## src/sv/vfz_pkg.sv

```systemverilog
// ----------------------------------------------------------------------------
// vfz_pkg: shared types and constants for the viewport follow/zoom block
// Register map, sequencer states and datapath widths.
// ----------------------------------------------------------------------------
package vfz_pkg;

	localparam int EASE_DIVISOR_DEF = 15;
	localparam int DVD_W = 27;   // boundary << 12 needs 27 bits
	localparam int DVS_W = 13;   // base size width
	localparam int ZOOM_FLOOR = 819;

	localparam logic [12:0] BASE_W_RST = 13'd640;
	localparam logic [12:0] BASE_H_RST = 13'd480;
	localparam logic [15:0] BND_L_RST = 16'hFC18;   // -1000
	localparam logic [15:0] BND_T_RST = 16'hFC18;
	localparam logic [14:0] BND_W_RST = 15'd3000;
	localparam logic [14:0] BND_H_RST = 15'd3000;
	localparam logic [15:0] ZLIM_RST = 16'd4096;
	localparam logic [12:0] ZSTEP_RST = 13'd41;
	localparam logic [15:0] ZOOM_RST = 16'd4096;

	typedef enum logic [2:0] {
		REG_BASE_W  = 3'd0,
		REG_BASE_H  = 3'd1,
		REG_BND_L   = 3'd2,
		REG_BND_T   = 3'd3,
		REG_BND_W   = 3'd4,
		REG_BND_H   = 3'd5,
		REG_ZLIM    = 3'd6,
		REG_ZSTEP   = 3'd7
	} reg_idx_t;

	typedef enum logic [4:0] {
		S_IDLE,
		S_EASE,
		S_DIV,
		S_EAPPLY,
		S_ESNAP,
		S_FITA,
		S_FITB,
		S_FITC,
		S_ZOOM,
		S_FITW,
		S_FITW2,
		S_FITH,
		S_FITH2,
		S_ZFIN,
		S_SCMW,
		S_SCWW,
		S_SCMH,
		S_SCWH,
		S_DONE
	} state_t;

	typedef struct packed {
		logic                 start;
		logic [DVD_W-1:0]     dividend;
		logic [DVS_W-1:0]     divisor;
	} div_req_t;

endpackage

```

## src/sv/viewport_follow_zoom.sv

```systemverilog
// ----------------------------------------------------------------------------
// viewport_follow_zoom: camera window that eases toward a target and zooms
// Sequenced datapath with a shared window-scale multiplier, an ease multiplier and one shared divider.
// ----------------------------------------------------------------------------
//  channel | signals                         | direction
//  --------+---------------------------------+----------------------------
//  input   | in_valid, in_stall, target_*    | frame request into block
//  output  | out_valid, out_stall, view_*    | window result out of block
//  config  | cfg_valid, cfg_ready, cfg_*     | register writes, always ready
//
//  Each eased axis uses a reciprocal multiply for the ease step, each window
//  rescale uses the window-scale multiplier, and each boundary fit of the zoom uses
//  the divider plus a rescale. A waiting result holds the request in S_DONE until
//  the output register is free to take it.
//  in_stall is high from acceptance until the result is loaded into the
//  output register; a stalled result holds and blocks only the next request.
//  Reset restores register defaults, centre 0, zoom 1.0 and base window.
// ----------------------------------------------------------------------------
module viewport_follow_zoom #(
	parameter int EASE_DIVISOR = vfz_pkg::EASE_DIVISOR_DEF
) (
	input  logic               clk,
	input  logic               arst_n,
	input  logic               in_valid,
	output logic               in_stall,
	input  logic signed [23:0] target_x,
	input  logic signed [23:0] target_y,
	input  logic [15:0]        target_zoom,
	input  logic               jump,
	output logic               out_valid,
	input  logic               out_stall,
	output logic signed [23:0] view_left,
	output logic signed [23:0] view_top,
	output logic [23:0]        view_width,
	output logic [23:0]        view_height,
	output logic [15:0]        zoom_now,
	input  logic               cfg_valid,
	output logic               cfg_ready,
	input  logic [2:0]         cfg_index,
	input  logic [15:0]        cfg_data
);

	localparam int DW = vfz_pkg::DVD_W;
	// exact truncated division of a 24 bit magnitude by a reciprocal multiply
	localparam int EASE_SH = 24 + $clog2(EASE_DIVISOR);
	localparam logic [25:0] EASE_RECIP = 26'(((64'd1 << EASE_SH) + 64'(EASE_DIVISOR)
		- 64'd1) / 64'(EASE_DIVISOR));

	// configuration
	logic [12:0]        bw_q, bh_q, zstep_q;
	logic signed [15:0] bl_q, bt_q;
	logic [14:0]        bdw_q, bdh_q;
	logic [15:0]        zlim_q;

	vfz_pkg::state_t state_q, state_d, ret_q;

	logic               ax_q, dir_q, sw_q, sh_q;
	logic signed [23:0] tx_q, ty_q, cx_q, cy_q, left_q, top_q;
	logic [15:0]        tz_q, zl_q;
	logic [DW-1:0]      zw_q;
	logic [23:0]        ww_q, wh_q;
	logic [39:0]        prod_q;
	logic [55:0]        emul_q;
	logic signed [27:0] off_q, hw_q;

	logic               out_valid_q;
	logic signed [23:0] ol_q, ot_q;
	logic [23:0]        ow_q, oh_q;
	logic [15:0]        oz_q;

	vfz_pkg::div_req_t  dreq;
	logic               div_done;
	logic [DW-1:0]      quo;

	logic               accept, out_free;

	// shared selections by axis
	logic signed [23:0] p_sel, t_sel;
	logic [23:0]        w_sel;
	logic signed [15:0] edge_sel;
	logic [14:0]        span_sel;
	logic signed [24:0] gap;
	logic [23:0]        gap_mag;
	logic [23:0]        ease_quo;
	logic signed [25:0] p_ease, v_snap, tr_snap, r256;
	logic               snap_hit;
	logic signed [27:0] lo, off_a, off_lo, hw_a, half, cen_c;
	logic signed [16:0] zgap;
	logic [16:0]        zgap_mag;
	logic signed [17:0] zn;
	logic [15:0]        zn_clamp, tz_clamp;
	logic [12:0]        mul_a;
	logic [40:0]        rnd;
	logic [23:0]        scaled_v;
	logic               fitw_hit, fith_hit;

	function automatic logic [15:0] clamp_zoom(input logic signed [17:0] z,
			input logic [15:0] lim);
		logic signed [17:0] r;
		r = z;
		if (r <= 18'sd819) r = 18'sd819;
		if (r > $signed({2'b00, lim})) r = $signed({2'b00, lim});
		return r[15:0];
	endfunction

	function automatic logic signed [23:0] sat24(input logic signed [27:0] v);
		if (v > 28'sd8388607) return 24'sh7FFFFF;
		if (v < -28'sd8388608) return 24'sh800000;
		return v[23:0];
	endfunction

	assign accept = in_valid && !in_stall;
	assign out_free = !out_valid_q || !out_stall;
	assign in_stall = (state_q != vfz_pkg::S_IDLE);
	assign cfg_ready = 1'b1;

	assign p_sel = ax_q ? cy_q : cx_q;
	assign t_sel = ax_q ? ty_q : tx_q;
	assign w_sel = ax_q ? wh_q : ww_q;
	assign edge_sel = ax_q ? bt_q : bl_q;
	assign span_sel = ax_q ? bdh_q : bdw_q;

	assign gap = 25'(t_sel) - 25'(p_sel);
	assign gap_mag = gap[24] ? 24'(-gap) : 24'(gap);
	assign ease_quo = emul_q[EASE_SH +: 24];

	assign p_ease = dir_q ? 26'(p_sel) + $signed({2'b0, ease_quo})
	                      : 26'(p_sel) - $signed({2'b0, ease_quo});

	// pixel rounding truncates toward zero
	assign v_snap = dir_q ? 26'(p_sel) + 26'sd128 : 26'(p_sel) - 26'sd128;
	assign tr_snap = v_snap[25] ? v_snap + 26'sd255 : v_snap;
	assign r256 = {tr_snap[25:8], 8'b0};
	assign snap_hit = dir_q ? (r256 >= 26'(t_sel)) : (r256 <= 26'(t_sel));

	assign lo = 28'(edge_sel) <<< 8;
	assign half = $signed({4'b0, 1'b0, w_sel[23:1]});
	assign off_a = 28'(p_sel) - half;
	assign off_lo = (off_a < lo) ? lo : off_a;
	assign hw_a = lo + $signed({5'b0, span_sel, 8'b0}) - $signed({4'b0, w_sel});
	assign cen_c = off_q + half;

	assign zgap = $signed({1'b0, tz_q}) - $signed({1'b0, zl_q});
	assign zgap_mag = zgap[16] ? 17'(-zgap) : 17'(zgap);
	assign zn = (zl_q < tz_q) ? $signed({2'b0, zl_q}) + $signed({5'b0, zstep_q})
	                          : $signed({2'b0, zl_q}) - $signed({5'b0, zstep_q});
	assign zn_clamp = clamp_zoom(zn, zlim_q);
	assign tz_clamp = clamp_zoom($signed({2'b0, target_zoom}), zlim_q);

	assign mul_a = (state_q == vfz_pkg::S_SCMW) ? bw_q : bh_q;
	assign rnd = {1'b0, prod_q} + 41'd8;
	assign scaled_v = (rnd[40:4] > 37'hFFFFFF) ? 24'hFFFFFF : rnd[27:4];

	assign fitw_hit = (bw_q != 13'd0) && (ww_q > {1'b0, bdw_q, 8'b0});
	assign fith_hit = (bh_q != 13'd0) && (wh_q > {1'b0, bdh_q, 8'b0});

	always_comb begin
		dreq.start = 1'b0;
		dreq.dividend = {bdw_q, 12'b0};
		dreq.divisor = bw_q;
		case (state_q)
			vfz_pkg::S_FITW: begin
				dreq.start = fitw_hit;
				dreq.dividend = {bdw_q, 12'b0};
				dreq.divisor = bw_q;
			end
			vfz_pkg::S_FITH: begin
				dreq.start = fith_hit;
				dreq.dividend = {bdh_q, 12'b0};
				dreq.divisor = bh_q;
			end
			default: ;
		endcase
	end

	vfz_div u_div (
		.clk      (clk),
		.arst_n   (arst_n),
		.req      (dreq),
		.done     (div_done),
		.quotient (quo)
	);

	always_ff @(posedge clk or negedge arst_n) begin
		if (!arst_n) state_q <= vfz_pkg::S_IDLE;
		else state_q <= state_d;
	end

	always_comb begin
		state_d = state_q;
		case (state_q)
			vfz_pkg::S_IDLE: if (accept) state_d = jump ? vfz_pkg::S_SCMW : vfz_pkg::S_EASE;
			vfz_pkg::S_EASE: begin
				if (gap != 25'sd0) state_d = vfz_pkg::S_EAPPLY;
				else state_d = ax_q ? vfz_pkg::S_FITA : vfz_pkg::S_EASE;
			end
			vfz_pkg::S_DIV: if (div_done) state_d = ret_q;
			vfz_pkg::S_EAPPLY: state_d = vfz_pkg::S_ESNAP;
			vfz_pkg::S_ESNAP: state_d = ax_q ? vfz_pkg::S_FITA : vfz_pkg::S_EASE;
			vfz_pkg::S_FITA: state_d = vfz_pkg::S_FITB;
			vfz_pkg::S_FITB: state_d = vfz_pkg::S_FITC;
			vfz_pkg::S_FITC: state_d = ax_q ? vfz_pkg::S_ZOOM : vfz_pkg::S_FITA;
			vfz_pkg::S_ZOOM: state_d = (zl_q == tz_q) ? vfz_pkg::S_DONE : vfz_pkg::S_SCMW;
			vfz_pkg::S_FITW: state_d = fitw_hit ? vfz_pkg::S_DIV : vfz_pkg::S_FITH;
			vfz_pkg::S_FITW2: state_d = vfz_pkg::S_SCMW;
			vfz_pkg::S_FITH: state_d = fith_hit ? vfz_pkg::S_DIV : vfz_pkg::S_ZFIN;
			vfz_pkg::S_FITH2: state_d = vfz_pkg::S_SCMW;
			vfz_pkg::S_ZFIN: state_d = vfz_pkg::S_DONE;
			vfz_pkg::S_SCMW: state_d = vfz_pkg::S_SCWW;
			vfz_pkg::S_SCWW: state_d = vfz_pkg::S_SCMH;
			vfz_pkg::S_SCMH: state_d = vfz_pkg::S_SCWH;
			vfz_pkg::S_SCWH: state_d = ret_q;
			vfz_pkg::S_DONE: if (out_free) state_d = vfz_pkg::S_IDLE;
			default: state_d = vfz_pkg::S_IDLE;
		endcase
	end

	always_ff @(posedge clk or negedge arst_n) begin
		if (!arst_n) begin
			bw_q <= vfz_pkg::BASE_W_RST;
			bh_q <= vfz_pkg::BASE_H_RST;
			bl_q <= vfz_pkg::BND_L_RST;
			bt_q <= vfz_pkg::BND_T_RST;
			bdw_q <= vfz_pkg::BND_W_RST;
			bdh_q <= vfz_pkg::BND_H_RST;
			zlim_q <= vfz_pkg::ZLIM_RST;
			zstep_q <= vfz_pkg::ZSTEP_RST;
			cx_q <= '0;
			cy_q <= '0;
			zl_q <= vfz_pkg::ZOOM_RST;
			ww_q <= {3'b0, vfz_pkg::BASE_W_RST, 8'b0};
			wh_q <= {3'b0, vfz_pkg::BASE_H_RST, 8'b0};
			ax_q <= 1'b0;
			ret_q <= vfz_pkg::S_IDLE;
			out_valid_q <= 1'b0;
		end else begin
			if (cfg_valid && cfg_ready) begin
				case (vfz_pkg::reg_idx_t'(cfg_index))
					vfz_pkg::REG_BASE_W: bw_q <= cfg_data[12:0];
					vfz_pkg::REG_BASE_H: bh_q <= cfg_data[12:0];
					vfz_pkg::REG_BND_L:  bl_q <= cfg_data;
					vfz_pkg::REG_BND_T:  bt_q <= cfg_data;
					vfz_pkg::REG_BND_W:  bdw_q <= cfg_data[14:0];
					vfz_pkg::REG_BND_H:  bdh_q <= cfg_data[14:0];
					vfz_pkg::REG_ZLIM:   zlim_q <= cfg_data;
					vfz_pkg::REG_ZSTEP:  zstep_q <= cfg_data[12:0];
					default: ;
				endcase
			end
			// load a new result, or drop the one taken by the receiver
			if (state_q == vfz_pkg::S_DONE && out_free) out_valid_q <= 1'b1;
			else if (!out_stall) out_valid_q <= 1'b0;
			case (state_q)
				vfz_pkg::S_IDLE: if (accept) begin
					ax_q <= 1'b0;
					if (jump) begin
						cx_q <= target_x;
						cy_q <= target_y;
						zl_q <= tz_clamp;
						ret_q <= vfz_pkg::S_EASE;
					end
				end
				vfz_pkg::S_EASE: begin
					if (gap == 25'sd0) ax_q <= ~ax_q;
				end
				vfz_pkg::S_EAPPLY: begin
					if (ax_q) cy_q <= p_ease[23:0];
					else cx_q <= p_ease[23:0];
				end
				vfz_pkg::S_ESNAP: begin
					if (snap_hit) begin
						if (ax_q) cy_q <= ty_q;
						else cx_q <= tx_q;
					end
					ax_q <= ~ax_q;
				end
				vfz_pkg::S_FITC: begin
					if (ax_q) cy_q <= sat24(cen_c);
					else cx_q <= sat24(cen_c);
					ax_q <= ~ax_q;
				end
				vfz_pkg::S_ZOOM: begin
					if (zgap_mag <= {4'b0, zstep_q}) ret_q <= vfz_pkg::S_ZFIN;
					else ret_q <= vfz_pkg::S_FITW;
				end
				vfz_pkg::S_FITW: ret_q <= vfz_pkg::S_FITW2;
				vfz_pkg::S_FITW2: begin
					ww_q <= {1'b0, bdw_q, 8'b0};
					ret_q <= vfz_pkg::S_FITH;
				end
				vfz_pkg::S_FITH: ret_q <= vfz_pkg::S_FITH2;
				vfz_pkg::S_FITH2: begin
					wh_q <= {1'b0, bdh_q, 8'b0};
					ret_q <= vfz_pkg::S_ZFIN;
				end
				vfz_pkg::S_ZFIN: zl_q <= zw_q[15:0];
				vfz_pkg::S_SCWW: if (sw_q) ww_q <= scaled_v;
				vfz_pkg::S_SCWH: if (sh_q) wh_q <= scaled_v;
				default: ;
			endcase
		end
	end

	// payload registers
	always_ff @(posedge clk) begin
		case (state_q)
			vfz_pkg::S_IDLE: if (accept) begin
				tx_q <= target_x;
				ty_q <= target_y;
				tz_q <= target_zoom;
				zw_q <= DW'(tz_clamp);
				sw_q <= 1'b1;
				sh_q <= 1'b1;
			end
			vfz_pkg::S_EASE: begin
				dir_q <= ~gap[24];
				emul_q <= 56'(gap_mag) * 56'(EASE_RECIP);
			end
			vfz_pkg::S_FITA: begin
				off_q <= off_lo;
				hw_q <= hw_a;
			end
			vfz_pkg::S_FITB: if (off_q > hw_q) off_q <= hw_q;
			vfz_pkg::S_FITC: begin
				if (ax_q) top_q <= sat24(off_q);
				else left_q <= sat24(off_q);
			end
			vfz_pkg::S_ZOOM: begin
				sw_q <= 1'b1;
				sh_q <= 1'b1;
				if (zgap_mag <= {4'b0, zstep_q}) zw_q <= DW'(tz_q);
				else zw_q <= DW'(zn_clamp);
			end
			vfz_pkg::S_FITW2: begin
				zw_q <= quo;
				sw_q <= 1'b0;
				sh_q <= 1'b1;
			end
			vfz_pkg::S_FITH2: begin
				zw_q <= quo;
				sw_q <= 1'b1;
				sh_q <= 1'b0;
			end
			vfz_pkg::S_SCMW, vfz_pkg::S_SCMH: prod_q <= 40'(mul_a) * 40'(zw_q);
			vfz_pkg::S_DONE: if (out_free) begin
				ol_q <= left_q;
				ot_q <= top_q;
				ow_q <= ww_q;
				oh_q <= wh_q;
				oz_q <= zl_q;
			end
			default: ;
		endcase
	end

	assign out_valid = out_valid_q;
	assign view_left = ol_q;
	assign view_top = ot_q;
	assign view_width = ow_q;
	assign view_height = oh_q;
	assign zoom_now = oz_q;

endmodule

```

## src/sv/vfz_div.sv

```systemverilog
// ----------------------------------------------------------------------------
// vfz_div: restoring unsigned divider
// One quotient bit per cycle; done pulses when the quotient is ready.
// ----------------------------------------------------------------------------
module vfz_div (
	input  logic                          clk,
	input  logic                          arst_n,
	input  vfz_pkg::div_req_t             req,
	output logic                          done,
	output logic [vfz_pkg::DVD_W-1:0]     quotient
);

	localparam int CNT_W = $clog2(vfz_pkg::DVD_W + 1);

	logic [vfz_pkg::DVD_W-1:0] dq_q;
	logic [vfz_pkg::DVS_W:0]   rem_q;
	logic [vfz_pkg::DVS_W-1:0] dvs_q;
	logic [CNT_W-1:0]          cnt_q;
	logic                      busy_q;
	logic                      done_q;
	logic [vfz_pkg::DVS_W:0]   rem_sh;
	logic                      fits;

	assign rem_sh = {rem_q[vfz_pkg::DVS_W-1:0], dq_q[vfz_pkg::DVD_W-1]};
	assign fits = rem_sh >= {1'b0, dvs_q};

	always_ff @(posedge clk or negedge arst_n) begin
		if (!arst_n) begin
			busy_q <= 1'b0;
			done_q <= 1'b0;
			cnt_q <= '0;
		end else begin
			done_q <= 1'b0;
			if (req.start) begin
				busy_q <= 1'b1;
				cnt_q <= '0;
			end else if (busy_q) begin
				cnt_q <= cnt_q + 1'b1;
				if (cnt_q == CNT_W'(vfz_pkg::DVD_W - 1)) begin
					busy_q <= 1'b0;
					done_q <= 1'b1;
				end
			end
		end
	end

	always_ff @(posedge clk) begin
		if (req.start) begin
			dq_q <= req.dividend;
			dvs_q <= req.divisor;
			rem_q <= '0;
		end else if (busy_q) begin
			rem_q <= fits ? rem_sh - {1'b0, dvs_q} : rem_sh;
			dq_q <= {dq_q[vfz_pkg::DVD_W-2:0], fits};
		end
	end

	assign done = done_q;
	assign quotient = dq_q;

endmodule

```

## config.mk

```make
export PLATFORM = sky130hd
export DESIGN_NAME = viewport_follow_zoom
export DESIGN_NICKNAME = d
export VERILOG_FILES = /design/src/sv/vfz_pkg.sv /design/src/sv/viewport_follow_zoom.sv /design/src/sv/vfz_div.sv
export SDC_FILE = /design/constraint.sdc
export NUM_CORES = 2
export LEC_CHECK = 0
export ABC_AREA = 1
export BUFFER_PORTS_ARGS = -buffer_cell sky130_fd_sc_hd__buf_2
export CORE_ASPECT_RATIO = 1.25
export CORE_MARGIN = 1
export CORE_UTILIZATION = 45
export CTS_CLUSTER_DIAMETER = 30
export CTS_CLUSTER_SIZE = 16
export DETAILED_ROUTE_END_ITERATION = 6
export SLEW_MARGIN = 10
export SYNTH_ARGS = -nofsm -noshare
export SYNTH_HDL_FRONTEND = slang
export SYNTH_SLANG_ARGS = --single-unit
```

## constraint.sdc

```tcl
create_clock -name clk -period 8.4 [get_ports clk]
set_clock_uncertainty 0.15 [all_clocks]
set_input_delay 0.84 -clock clk [delete_from_list [all_inputs] [get_ports clk]]
set_output_delay 0.84 -clock clk [all_outputs]
set_load 0.03 [all_outputs]
```

# == Word-level counts from Yosys, hierarchy flattened ==
# Index checks and enable logic that the tools add are counted.
# word_totals
reg_bits,699
latch_bits,0
ramBits,0
mem_bits_ro,0
out_inout_bits,115
elab_cells,295
mem_count,0
# op_classes
n_addsub,18
mul,2
div,0
order_cmp,18
eq_ne,43
shift,0
muxes,116
bitwise_logic,2
n_reduce_logical,55
# op_table
op,count
$mux W24,32
$pmux W24 S4,2
$mux W16,7
$pmux W24 S2,2
$pmux W5 S18,1
$pmux W41 S2,1
$mux W27,3
$pmux W27 S3,1
$gt A28 B24 Y1 const B,2
$lt A28 B24 Y1 const B,2
$mux W28,2
$pmux W28 S2,1
$mux W26,2
$sub A24 B24 Y25,2
$gt A24 B23 Y1,2
$mul A24 B24 Y48 const B,1
$add A40 B4 Y41 const B,1
$eq A5 B4 Y1 const B,8
$mul A13 B27 Y40,1
$mux W5,8
$gt A37 B24 Y1 const B,1
$gt A18 B17 Y1,2
$mux W1,36
$mux W18,2
other kinds (60),132

# == Logic depth before layout (Yosys ltp) ==
# logic_depth
ltp_word,13
mapped_depth,51
ltp_nobuf,49

# == By module ==
# A second synthesis with hierarchy kept.
# hier_totals
cells_unflattened,7914
hier_area_um2,62628.8
# modules_own_cells
module,instances,cells_each,area_per_inst_um2,seq_area_each_um2
viewport_follow_zoom,1,7488,59194.3,16995.0
vfz_div,1,426,3434.5,1636.6

# == Least setup slack after synthesis ==
# Ideal clock, no wire load.
# synth_path
path_type,reg-to-reg
start,reg ax_q
end,"reg emul_q[48], data pin"
setup_time_ps,258
t_arrival_ps,8264
required_time_ps,7992
path_slack_ps,-272
path_stages_with_launch,41
n_path_buf,7
period_less_slack_ps,8672
path_cell_list,dfrtp_1 > buf_6 > buf_2 > buf_2 > buf_1 > buf_1 > clkbuf_1 > nand2_1 > o21ai_0 > inv_1 > ha_1 > a21oi_1 > o21ai_0 > a21oi_1 > nand4_1 > nand2_1 > clkbuf_1 > nand2_1 > (+5 left out) > inv_1 > fa_1 > fa_1 > inv_1 > fa_1 > inv_1 > ha_1 > nand2_1 > nor2_1 > inv_1 > nor2_1 > inv_1 > nor4_1 > a211oi_1 > o221ai_1 > nand2_1 > nand2_1 > xnor2_1
# synth_between
elab_chain_cells,5
elab_cells_between_ends,6
# synth_lines
element,line,rtl
start: declaration,viewport_follow_zoom.sv:57,"logic ax_q, dir_q, sw_q, sh_q;"
start signal: assignment,viewport_follow_zoom.sv:264,if (gap == 25'sd0) ax_q <= ~ax_q;
start signal: assignment,viewport_follow_zoom.sv:275,ax_q <= ~ax_q;
start signal: assignment,viewport_follow_zoom.sv:280,ax_q <= ~ax_q;
$mux W24 (on tied branches),"viewport_follow_zoom.sv:118, viewport_follow_zoom.sv:117",
$sub A24 B24 Y25 (*),viewport_follow_zoom.sv:123,assign gap = 25'(t_sel) - 25'(p_sel);
$neg A24 Y24,viewport_follow_zoom.sv:124,assign gap_mag = gap[24] ? 24'(-gap) : 24'(gap);
$mux W24 (*),viewport_follow_zoom.sv:124,
$mul A24 B24 Y48 (*),viewport_follow_zoom.sv:317,emul_q <= 56'(gap_mag) * 56'(EASE_RECIP);
end signal: assignment,viewport_follow_zoom.sv:317,
end: declaration,viewport_follow_zoom.sv:63,logic [55:0] emul_q;
# Mark *: on every way between the ends. The rest lies on a longest branch, timed or not.
# A chain may end at the register's enable or synchronous reset.

# == Worst setup path after layout ==
# layout_path
start,reg ax_q
end,"reg emul_q[42], data pin"
# The elaborated chain is that of the path after synthesis.

==> flow_metrics.py <==
metrics = {
    "logic_synthesis": {
        "syn-num-nets": 8931,
        "syn-instance-count": 7844,
        "synth.avg_cell_area_um2": 7.92,
        "yosysSeqAreaShare_pct": 30.0,
        "ys.flop_type": "edfxtp_1",
        "synth.distinct_cells": 77,
        "async_flop_share_pct": 37.2,
        "ys_warn_count": 0,
        "synth_area_mm2": 0.0621,
        "ys_ff_latch": 664,
        "synth_edf_count": 404,
    },
    "timing": {
        "final.period_utilization_pct": 96.1,
        "worstMarginPinSlew_ns": 1.31,
        "finalSetupTns_ns": 0,
        "slew-limit-headroom_pct": 11.9,
        "hold_viol": 0,
        "setup_viol": 0,
        "drv_slew": 0,
        "rsz0062_at_grt": "yes",
        "fmax_mhz": 124,
        "fin_crit_ns": 8.07,
        "setup_ws_ns": 0.327,
    },
    "floorplan": {
        "rows": 152,
        "start_util_pct": 45.3,
        "io_pins": 204,
        "dieWidth_um": 334,
        "fp.dieArea_mm2": 0.140,
        "die_y_um": 417,
        "core-area_mm2": 0.137,
    },
    "place": {
        "place_hpwl_um": 173000,
        "gp_congestion": 0.976,
        "dpl.cell_count": 10000,
        "place_ws_ns": -0.262,
        "portBuffers": 202,
    },
    "job": {
        "cap_violations": 0,
    },
    "clocking": {
        "clock_sinks": 664,
        "clk_pin_slew_ns": 0.05,
        "cts.htree.levels": 4,
        "clock_latency_ns": 0.77,
        "clock_path_buffers": 3,
        "cts-root-buf": "clkbuf_16",
        "cts_buffers": 136,
        "cts_tree": "done",
    },
    "global_route": {
        "antenna_found_initial": 16,
        "grt_pass1_wl_um": 324000,
        "use_met1_pct": 40.5,
        "grtUsageTotal_pct": 30.6,
        "gr-usage-met2_pct": 50.4,
        "gr-total-overflow": 0,
        "grt_max_degree": 81,
        "grt_pass1_vias": 54900,
        "grt_use_met3_pct": 4.08,
        "grt_busiest_layer": "met2",
    },
    "setup_path": {
        "critPathMostFrequentCell": "ha_1",
        "required_ns": 8.75,
        "reg2regPathDepth": 33,
        "critical_path.startpoint_type": "register",
        "worstSetupPathType": "reg -> reg",
        "crit_path_max_fanout": 22,
        "cp_slowest_cell": "fa_1",
        "critPathArrivalTime_ns": 8.42,
        "endpoint_kind": "register",
        "slowest_delay_ns": 0.52,
    },
    "outcome": {
        "status": "complete, no violations",
    },
    "detailed_routing": {
        "antenna_left": 0,
        "num_vias": 55800,
        "wl_um": 215000,
        "wl_per_cell_um": 20.9,
        "viasPerCell": 5.43,
        "drc_errors": 0,
        "dr.pass1.iters": 5,
        "drt-initial-drc-count": 4726,
    },
    "cells_and_area": {
        "fillCellCount": 13100,
        "fin_cells": 10300,
        "syn_to_final_growth_pct": 17.6,
        "drive_above_1_share_pct": 13.4,
        "final_nets": 9406,
    },
    "worst_hold_path": {
        "worstHoldPathType": "in -> reg",
        "holdPathStages": 1,
    },
}
==> area by class of cell <==
type | instances | area [um^2] | share of cell area (%)
antenna | 1 | 2.50 | 0.00342
clock buffer | 155 | 3660 | 5.01
clock inverter | 97 | 1190 | 1.63
inverter | 1345 | 5050 | 6.91
multi-input combinational | 5614 | 38400 | 52.6
sequential | 664 | 18600 | 25.5
tap | 1848 | 2310 | 3.16
timing repair buffer | 558 | 3770 | 5.16
==> synth_stat cells (9+ instances only) <==
library cell / count / area share [%]
nand2_1: 1826 / 11
inv_1: 1328 / 8.0
nor2_1: 680 / 4.1
ha_1: 624 / 13
o21ai_0: 519 / 4.2
edfxtp_1: 404 / 20
a21oi_1: 383 / 3.1
fa_1: 374 / 12
nand3_1: 250 / 2.0
xor2_1: 204 / 2.9
dfrtp_1: 200 / 8.1
clkbuf_1: 158 / 0.95
nand4_1: 122 / 1.2
nor3_1: 73 / 0.59
xnor2_1: 69 / 0.97
or2_2: 65 / 0.65
o21ai_1: 52 / 0.42
dfstp_2: 47 / 2.0
o211ai_1: 35 / 0.42
nor4_1: 34 / 0.34
buf_2: 31 / 0.25
a31oi_1: 30 / 0.30
a21o_1: 24 / 0.29
buf_1: 23 / 0.14
o221ai_1: 22 / 0.31
o22ai_1: 22 / 0.22
a211oi_1: 21 / 0.25
o21bai_1: 19 / 0.23
nand3b_1: 18 / 0.22
o21a_1: 18 / 0.22
mux2i_1: 14 / 0.23
dfxtp_1: 13 / 0.42
o31ai_1: 12 / 0.14
nor2_2: 10 / 0.10
a21boi_0: 9 / 0.11
clkinv_1: 9 / 0.054
==> layer usage <==
layer / part of all wire, % / routed length, um
met2: 47 / 101000
met5: 0.0061 / 13
met3: 6.5 / 14000
met4: 4.1 / 8820
met1: 42 / 91000
==> state kept, by name (all words and copies together), names as in the netlist, 26 cells and up <==
register	flops
off_q	26
hw_q	26
zw_q	27
prod_q	37
u_div.quotient	27
==> logic make-up (layout without fill, tap and decap cells) <==
family / count (synthesis) / after routing / share of synthesized area, %
other: 1 / 2 / 0.00603
adders and majority gates: 998 / 998 / 24.6
xor gates and xnor gates: 273 / 273 / 3.85
muxes: 14 / 14 / 0.226
and+or+nand+nor: 3121 / 3121 / 20.9
AOI/OAI and AO/OA: 1207 / 1207 / 10.8
DFF: 664 / 664 / 30.0
buffers and inverters: 1566 / 2155 / 9.61
==> worst paths after layout <==
path | endpoint | slack (ns) | startpoint
setup / recovery | emul_q[42]$_DFFE_PP_ | 0.33 | ax_q$_DFFE_PN0P_
hold / removal | tz_q[4]$_DFFE_PP_ | 0.1 | target_zoom[4]
max in group asynchronous | zlim_q[13]$_DFFE_PN0P_ | 5.41 | arst_n
hold reg to reg | view_left[4]$_DFFE_PP_ | 0.26 | left_q[4]$_DFFE_PP_
setup reg to reg | emul_q[42]$_DFFE_PP_ | 0.33 | ax_q$_DFFE_PN0P_
min in group asynchronous | cy_q[22]$_DFFE_PN0P_ | 0.50 | arst_n
==> repair_timing <==
action                     in CTS  in global routing
buffers inserted                0                 16
gates cloned                    0                  2
pin swaps                       0                 42
resized for setup              13                196
hold endpoints to repair       56                  0
setup endpoints to repair      19                 26
hold buffers                    1                  0
==> stage by stage <==
step	util, %	instance area, um^2	hold slack [ns]
finish	53.3	73100	0.0991
global route	53.3	73100	0.0912
CTS	52.6	72100	0.0622
detailed placement	49.0	67200	0.255
global placement	49.0	67200	0.252
floorplan	-	62200	0.250
==> critical path: cells and delay by family (launching register included) <==
kind	cells	cell delay (ns)
compound gates	11	1.87
flops	1	0.50
xor+xnor	3	0.83
fa+ha+maj	8	2.89
buf+inv	7	1.04
simple gates	4	0.51
==> cell usage in the layout (no fill, tap or decap), types with 33 or more instances in the layout <==
cell type	n
nand2_1	1808
inv_1	1322
nor2_1	646
ha_1	609
o21ai_0	481
edfxtp_1	404
fa_1	371
a21oi_1	366
buf_4	350
nand3_1	247
buf_2	201
dfrtp_1	199
xor2_1	197
clkbuf_16	144
nand4_1	122
nor3_1	68
or2_2	65
xnor2_1	64
o21ai_1	57
dfstp_2	47
nor2_2	36
o211ai_1	35
o21ai_2	33
Power is not shown: default switching activity piles up to over one toggle a cycle in this logic, so the estimate is an artifact.
